[src/sv/fla_pkg.sv]
// Shared types and constants for the free-list slot allocator.
`timescale 1ns / 1ps

package fla_pkg;

    localparam int SLOTS  = 256;
    localparam int IDX_W  = $clog2(SLOTS);
    localparam int LINK_W = IDX_W + 1;

    localparam int POOL_W   = 9;
    localparam int BASE_W   = 64;
    localparam int STRIDE_W = 12;
    localparam int CFG_W    = 64;
    localparam int CFG_IDX_W = 2;
    localparam int PROD_W   = IDX_W + STRIDE_W;

    // A link or head value with the top bit set means the list ends here.
    localparam logic [LINK_W-1:0] LIST_EMPTY = LINK_W'(SLOTS);
    localparam logic [POOL_W-1:0] POOL_MAX   = POOL_W'(SLOTS);

    localparam logic [POOL_W-1:0]   POOL_RESET   = 9'd256;
    localparam logic [BASE_W-1:0]   BASE_RESET   = 64'd0;
    localparam logic [STRIDE_W-1:0] STRIDE_RESET = 12'd32;

    localparam logic [CFG_IDX_W-1:0] CFG_POOL_SIZE     = 2'd0;
    localparam logic [CFG_IDX_W-1:0] CFG_HANDLE_BASE   = 2'd1;
    localparam logic [CFG_IDX_W-1:0] CFG_HANDLE_STRIDE = 2'd2;

    localparam logic KIND_ALLOC = 1'b0;
    localparam logic KIND_FREE  = 1'b1;

    typedef enum logic [1:0] {
        STATUS_OK        = 2'd0,
        STATUS_EMPTY     = 2'd1,
        STATUS_BAD_INDEX = 2'd2
    } status_t;

    typedef struct packed {
        logic             kind;
        logic [IDX_W-1:0] slot_index;
    } cmd_t;

    typedef struct packed {
        status_t           status;
        logic [IDX_W-1:0]  granted_index;
        logic [BASE_W-1:0] handle_address;
    } result_t;

    // Decision handed from the list control to the result stage.
    typedef struct packed {
        logic             valid;
        status_t          status;
        logic [IDX_W-1:0] index;
    } grant_t;

endpackage

[src/sv/fla_link_mem.sv]
// Link memory: one next-slot entry per slot, one write and one registered read port.
`timescale 1ns / 1ps

module fla_link_mem (
    input  logic                      clk,
    input  logic                      we,
    input  logic [fla_pkg::IDX_W-1:0] waddr,
    input  logic [fla_pkg::LINK_W-1:0] wdata,
    input  logic                      rd_en,
    input  logic [fla_pkg::IDX_W-1:0] raddr,
    output logic [fla_pkg::LINK_W-1:0] rdata
);
    import fla_pkg::*;

    logic [LINK_W-1:0] mem [SLOTS];
    logic [LINK_W-1:0] rdata_reg;

    always_ff @(posedge clk)
    begin
        if (we)
        begin
            mem[waddr] <= wdata;
        end
    end

    always_ff @(posedge clk)
    begin
        if (rd_en)
        begin
            rdata_reg <= mem[raddr];
        end
    end

    assign rdata = rdata_reg;

endmodule

[src/sv/fla_list_ctrl.sv]
// Free-list head, fresh-slot watermark and the allocate/free decision.
`timescale 1ns / 1ps

module fla_list_ctrl (
    input  logic                          clk,
    input  logic                          rst_n,
    input  logic                          accept,
    input  fla_pkg::cmd_t                 cmd,
    input  logic [fla_pkg::POOL_W-1:0]    pool_size,
    output fla_pkg::grant_t               grant
);
    import fla_pkg::*;

    logic [LINK_W-1:0] head_reg, head_next;
    logic [LINK_W-1:0] head_link_reg, head_link_next;
    logic              pending_reg, pending_next;
    logic [POOL_W-1:0] fresh_reg, fresh_next;

    logic [LINK_W-1:0] head_link_cur;
    logic [POOL_W-1:0] size;
    logic              mem_we;
    logic              mem_rd_en;
    logic [LINK_W-1:0] mem_rdata;

    // After a pop the link of the new head arrives from memory in the next cycle.
    assign head_link_cur = pending_reg ? mem_rdata : head_link_reg;
    assign size = (pool_size > POOL_MAX) ? POOL_MAX : pool_size;

    always_comb
    begin
        head_next      = head_reg;
        head_link_next = head_link_cur;
        fresh_next     = fresh_reg;
        mem_we         = 1'b0;
        mem_rd_en      = 1'b0;
        grant.valid    = accept;
        grant.status   = STATUS_OK;
        grant.index    = '0;
        if (accept)
        begin
            if (cmd.kind == KIND_ALLOC)
            begin
                if (!head_reg[LINK_W-1])
                begin
                    grant.index = head_reg[IDX_W-1:0];
                    head_next   = head_link_cur;
                    mem_rd_en   = !head_link_cur[LINK_W-1];
                end
                else if (fresh_reg < size)
                begin
                    grant.index = fresh_reg[IDX_W-1:0];
                    fresh_next  = fresh_reg + 1'b1;
                end
                else
                begin
                    grant.status = STATUS_EMPTY;
                end
            end
            else
            begin
                if ({1'b0, cmd.slot_index} >= size)
                begin
                    grant.status = STATUS_BAD_INDEX;
                end
                else
                begin
                    grant.index    = cmd.slot_index;
                    mem_we         = 1'b1;
                    head_next      = {1'b0, cmd.slot_index};
                    head_link_next = head_reg;
                end
            end
        end
        pending_next = mem_rd_en;
    end

    always_ff @(posedge clk or negedge rst_n)
    begin
        if (!rst_n)
        begin
            head_reg      <= LIST_EMPTY;
            head_link_reg <= LIST_EMPTY;
            pending_reg   <= 1'b0;
            fresh_reg     <= '0;
        end
        else
        begin
            head_reg      <= head_next;
            head_link_reg <= head_link_next;
            pending_reg   <= pending_next;
            fresh_reg     <= fresh_next;
        end
    end

    fla_link_mem u_link_mem (
        .clk   (clk),
        .we    (mem_we),
        .waddr (cmd.slot_index),
        .wdata (head_reg),
        .rd_en (mem_rd_en),
        .raddr (head_link_cur[IDX_W-1:0]),
        .rdata (mem_rdata)
    );

endmodule

[src/sv/fla_result_reg.sv]
// Handle address computation and the result register with its strobe.
`timescale 1ns / 1ps

module fla_result_reg (
    input  logic                         clk,
    input  logic                         rst_n,
    input  fla_pkg::grant_t              grant,
    input  logic [fla_pkg::BASE_W-1:0]   handle_base,
    input  logic [fla_pkg::STRIDE_W-1:0] handle_stride,
    output logic                         done,
    output fla_pkg::result_t             result
);
    import fla_pkg::*;

    logic [PROD_W-1:0] offset;
    result_t           result_next;
    result_t           result_reg;
    logic              done_reg;

    assign offset = PROD_W'(grant.index) * PROD_W'(handle_stride);

    always_comb
    begin
        result_next.status = grant.status;
        if (grant.status == STATUS_OK)
        begin
            result_next.granted_index  = grant.index;
            result_next.handle_address = handle_base + BASE_W'(offset);
        end
        else
        begin
            result_next.granted_index  = '0;
            result_next.handle_address = '0;
        end
    end

    always_ff @(posedge clk or negedge rst_n)
    begin
        if (!rst_n)
        begin
            done_reg <= 1'b0;
        end
        else
        begin
            done_reg <= grant.valid;
        end
    end

    always_ff @(posedge clk)
    begin
        if (grant.valid)
        begin
            result_reg <= result_next;
        end
    end

    assign done   = done_reg;
    assign result = result_reg;

endmodule

[src/sv/free_list_slot_allocator_top.sv]
// Top level of the free-list slot allocator: configuration registers and wiring.
`timescale 1ns / 1ps
// A command accepted at one clock edge has its result on the result
// ports, with done high, for the single cycle that follows that edge.
// Throughput: one command per cycle; busy stays low, since the link of the new
// head is read from the link memory during a pop and is ready in the next cycle.
// Reset: the free list is empty, the fresh-slot watermark is zero and the
// registers take their defaults; the link memory is not cleared.

module free_list_slot_allocator_top (
    input  logic                          clk,
    input  logic                          rst_n,
    input  logic                          start,
    output logic                          busy,
    input  fla_pkg::cmd_t                 cmd,
    output logic                          done,
    output fla_pkg::result_t              result,
    input  logic                          cfg_we,
    input  logic [fla_pkg::CFG_IDX_W-1:0] cfg_index,
    input  logic [fla_pkg::CFG_W-1:0]     cfg_data
);
    import fla_pkg::*;

    logic [POOL_W-1:0]   pool_size_reg;
    logic [BASE_W-1:0]   handle_base_reg;
    logic [STRIDE_W-1:0] handle_stride_reg;

    logic   accept;
    grant_t grant;

    // The block never needs to hold off a command: a pop that needs the next
    // link from memory has it registered before the following command is
    // decided, and a free gets the new head's link from the old head directly.
    assign busy   = 1'b0;
    assign accept = start && !busy;

    // Configuration writes land at once; an index beyond the list is ignored.
    always_ff @(posedge clk or negedge rst_n)
    begin
        if (!rst_n)
        begin
            pool_size_reg     <= POOL_RESET;
            handle_base_reg   <= BASE_RESET;
            handle_stride_reg <= STRIDE_RESET;
        end
        else if (cfg_we)
        begin
            case (cfg_index)
                CFG_POOL_SIZE:     pool_size_reg     <= cfg_data[POOL_W-1:0];
                CFG_HANDLE_BASE:   handle_base_reg   <= cfg_data[BASE_W-1:0];
                CFG_HANDLE_STRIDE: handle_stride_reg <= cfg_data[STRIDE_W-1:0];
                default:           ;
            endcase
        end
    end

    // Decides the slot for each command and keeps the free list in order:
    // freed slots come back last in, first out, then untouched slots rise.
    fla_list_ctrl u_list_ctrl (
        .clk       (clk),
        .rst_n     (rst_n),
        .accept    (accept),
        .cmd       (cmd),
        .pool_size (pool_size_reg),
        .grant     (grant)
    );

    // Turns the decision into the result beat with its handle address.
    fla_result_reg u_result_reg (
        .clk           (clk),
        .rst_n         (rst_n),
        .grant         (grant),
        .handle_base   (handle_base_reg),
        .handle_stride (handle_stride_reg),
        .done          (done),
        .result        (result)
    );

endmodule
[config.mk]
export PLATFORM = sky130hd
export DESIGN_NAME = free_list_slot_allocator_top
export DESIGN_NICKNAME = d
export VERILOG_FILES = /design/src/sv/fla_pkg.sv /design/src/sv/fla_link_mem.sv /design/src/sv/fla_list_ctrl.sv /design/src/sv/fla_result_reg.sv /design/src/sv/free_list_slot_allocator_top.sv
export SDC_FILE = /design/constraint.sdc
export NUM_CORES = 2
export LEC_CHECK = 0
export BUFFER_PORTS_ARGS = -buffer_cell sky130_fd_sc_hd__buf_2
export CORE_ASPECT_RATIO = 1.5
export CORE_MARGIN = 5
export CORE_UTILIZATION = 40
export DETAILED_ROUTE_END_ITERATION = 10
export SLEW_MARGIN = 40
export SYNTH_ARGS = -nofsm -noshare
export SYNTH_HDL_FRONTEND = slang
export SYNTH_SLANG_ARGS = --single-unit
[constraint.sdc]
create_clock -name clk -period 10.2 [get_ports clk]
set_clock_uncertainty 0.05 [all_clocks]
set_input_delay 2.04 -clock clk [delete_from_list [all_inputs] [get_ports clk]]
set_output_delay 2.04 -clock clk [all_outputs]
set_load 0.02 [all_outputs]
==> impl_metrics.tcl <==
set metrics [dict create \
    synth-compound-area-share_pct 6.13 \
    htreeDepth 4 \
    std_cell_rows 229 \
    cts_tree "yes" \
    start_util_pct 40.2 \
    status "complete, no violations" \
    cpMostUsedCell "fa_1" \
    synth_edf_count 2387 \
    io_pins 155 \
    die_area_sq_um 271000 \
    ys_types 80 \
    power_leakage_nw 41.2 \
    wirelength_um 325000 \
    final-hold-violation-count 0 \
    die_w_um 427 \
    cts_buffers 224 \
    vdd_drop_max_v 0.000219 \
    synth_top_family_by_area "simple AND/OR/NAND/NOR gates" \
    cts_hold_buf 0 \
    slowest_stage "a221o_1" \
    max-cap-violations 0 \
    slowest_delay_ns 0.62 \
    cp-end-kind "flip-flop" \
    hold_class "reg2reg" \
    layout-drive-gt1-share_pct 16.4 \
    worst_slew_pin_slew_ns 1.05 \
    nets 7631 \
    vias 65073 \
    portBuffers 153 \
    die_h_um 636 \
    r2r_cells 25 \
    area_delta_synth_final_pct 13.8 \
    grt_pass1_vias 63898 \
    antenna_found_initial 18 \
    worstSetupPathType "in2reg" \
    crit_fanout 13 \
    syn_inst 7083 \
    hpwlAfterDp_um 198000 \
    gp_congestion 0.890 \
    ant_nets 0 \
    finalPower_mw 33.1 \
    synth-xor-area-share_pct 0.252 \
    async_reset_ff_share_pct 4.56 \
    ys.flop_type "edfxtp_1" \
    period_minus_slack_ns 8.96 \
    first_pass_iters 5 \
    synth-simple-area-share_pct 9.59 \
    synth_area_sq_um 104000 \
    rsz0062_at_grt "false" \
    grt_pass1_wl_um 462000 \
    largest_reg_flops 2304 \
    drc 0 \
    postCtsSetupBuffers 0 \
    syn_nets 7302 \
    ys_seq_area_share_pct 71.4 \
    fmaxAchievable_mhz 112 \
    p_per_area_nw_per_um2 278 \
    vias_per_cell 5.88 \
    setup_viol 0 \
    postCtsResizedCells 0 \
    avgSynthCellArea_sq_um 14.7 \
    cts_root_buffer "clkbuf_16" \
    synth-warning-count 0 \
    critPathLaunchType "input port" \
    grt_use_total_pct 23.2 \
    drv_slew 0 \
    avgRoutedWirePerCell_um 29.3 \
    clock_path_buffers 4 \
    ys_ff_latch 2501 \
    overflow 0 \
    critical_path_required_ns 10.76 \
    first_iter_violations 7283 \
    insertion_delay_ns 0.88 \
    coreArea_sq_um 260000 \
    final.period_utilization_pct 87.9 \
    slew_headroom_pct 30.0 \
    cts_sinks 2501 \
    worstHoldPathCells 1 \
    fin_tns_setup_ns 0 \
    clk_transition_reported_paths_ns 0.07 \
    worstPathArrival_ns 9.52 \
    synthAdderAreaFrac_pct 2.24 \
    synthMuxAreaShare_pct 7.74 \
    grt_start_max_net_pins 170 \
]
-- Yosys cell counts, drive strengths merged, types with 21 or more instances --
master   number  area share (%)
a2111oi      62            0.52
a211oi       30            0.22
a21oi       338             1.6
a311oi       30            0.25
a31oi        52            0.31
and3         50            0.30
buf         261             1.4
clkbuf      206            0.74
dfrtp       110             2.6
edfxtp     2387              69
fa           78             1.5
ha           62            0.74
inv         124            0.45
mux2         93             1.0
mux2i       387             3.7
mux4        140             3.0
nand2      1132             4.1
nand3       389             1.9
nand4        47            0.28
nor2        148            0.53
nor3        332             1.6
nor4         22            0.14
o21ai        89            0.43
o221ai      123             1.0
o22ai        75            0.45
or2          21            0.13
-- per-layer routing --
metal  global-route usage, %  wire (um)
met2                    39.2     160000
met3                    3.65      26600
met4                    14.0      22600
met1                    28.1     116000
met5                       0        102
-- logic make-up after synthesis --
family | count (synthesis)
fa+ha+maj | 140
buf+inv | 592
flops | 2501
other cells | 1
xor+xnor | 30
compound gates | 959
mux | 620
simple gates | 2240
-- per-stage QoR --
step / util, % / setup WS [ns] / std cells / area, sq um / hold slack (ns)
2_1_floorplan: - / 1.22 / 7083 / 104000 / 0.399
3_3_place_gp: 42.7 / 0.436 / 10636 / 111000 / 0.438
3_5_place_dp: 42.9 / 0.329 / 10649 / 111000 / 0.443
4_1_cts: 45.7 / 1.29 / 11050 / 119000 / 0.462
5_1_grt: 45.8 / 0.891 / 11059 / 119000 / 0.482
6_report: 45.8 / 1.24 / 11064 / 119000 / 0.459
-- final cells by class --
class / count / area [sq um]
clock buffers: 263 / 5860
multi-input cells: 3990 / 27800
fillers: 22629 / 141000
inverters: 125 / 469
repair buffers: 570 / 4350
clock inverters: 138 / 1420
flip-flops and latches: 2501 / 74600
diodes: 12 / 30.0
well taps: 3465 / 4340
-- power by group --
part	total, mW	switching [mW]	internal, mW	leakage [nW]
clock	8.57	3.75	4.82	3.57
combinational	11.7	8.35	3.32	14.9
sequential	12.8	0.330	12.5	22.8
-- worst paths after layout --
kind / slack (ns) / endpoint / startpoint
setup / recovery: 1.24 / u_result_reg.result[44] / cmd[0]
hold / removal: 0.46 / handle_base_reg[6] / handle_base_reg[6]
setup reg to reg: 1.85 / u_result_reg.result[44] / pool_size_reg[8]
hold reg to reg: 0.46 / handle_base_reg[6] / handle_base_reg[6]
max in group asynchronous: 7.28 / u_list_ctrl.pending_reg / rst_n
min in group asynchronous: 1.08 / handle_base_reg[13] / rst_n
-- critical path: cells and delay by family --
| family | cells | cell delay [ns] |
|---|---|---|
| buf+inv | 4 | 0.47 |
| compound gates | 10 | 3.02 |
| simple gates | 6 | 1.35 |
| fa+ha+maj | 6 | 2.64 |
-- cells in the final DEF, fill, tap and decap left out, drive strengths merged, types with 93 or more instances in the layout --
cell type,count
a21oi,338
buf,570
clkbuf,263
clkinv,97
dfrtp,110
edfxtp,2387
inv,130
mux2,93
mux2i,387
mux4,140
nand2,1132
nand3,389
nor2,148
nor3,332
o221ai,123
(Power assumes the default switching activity.)
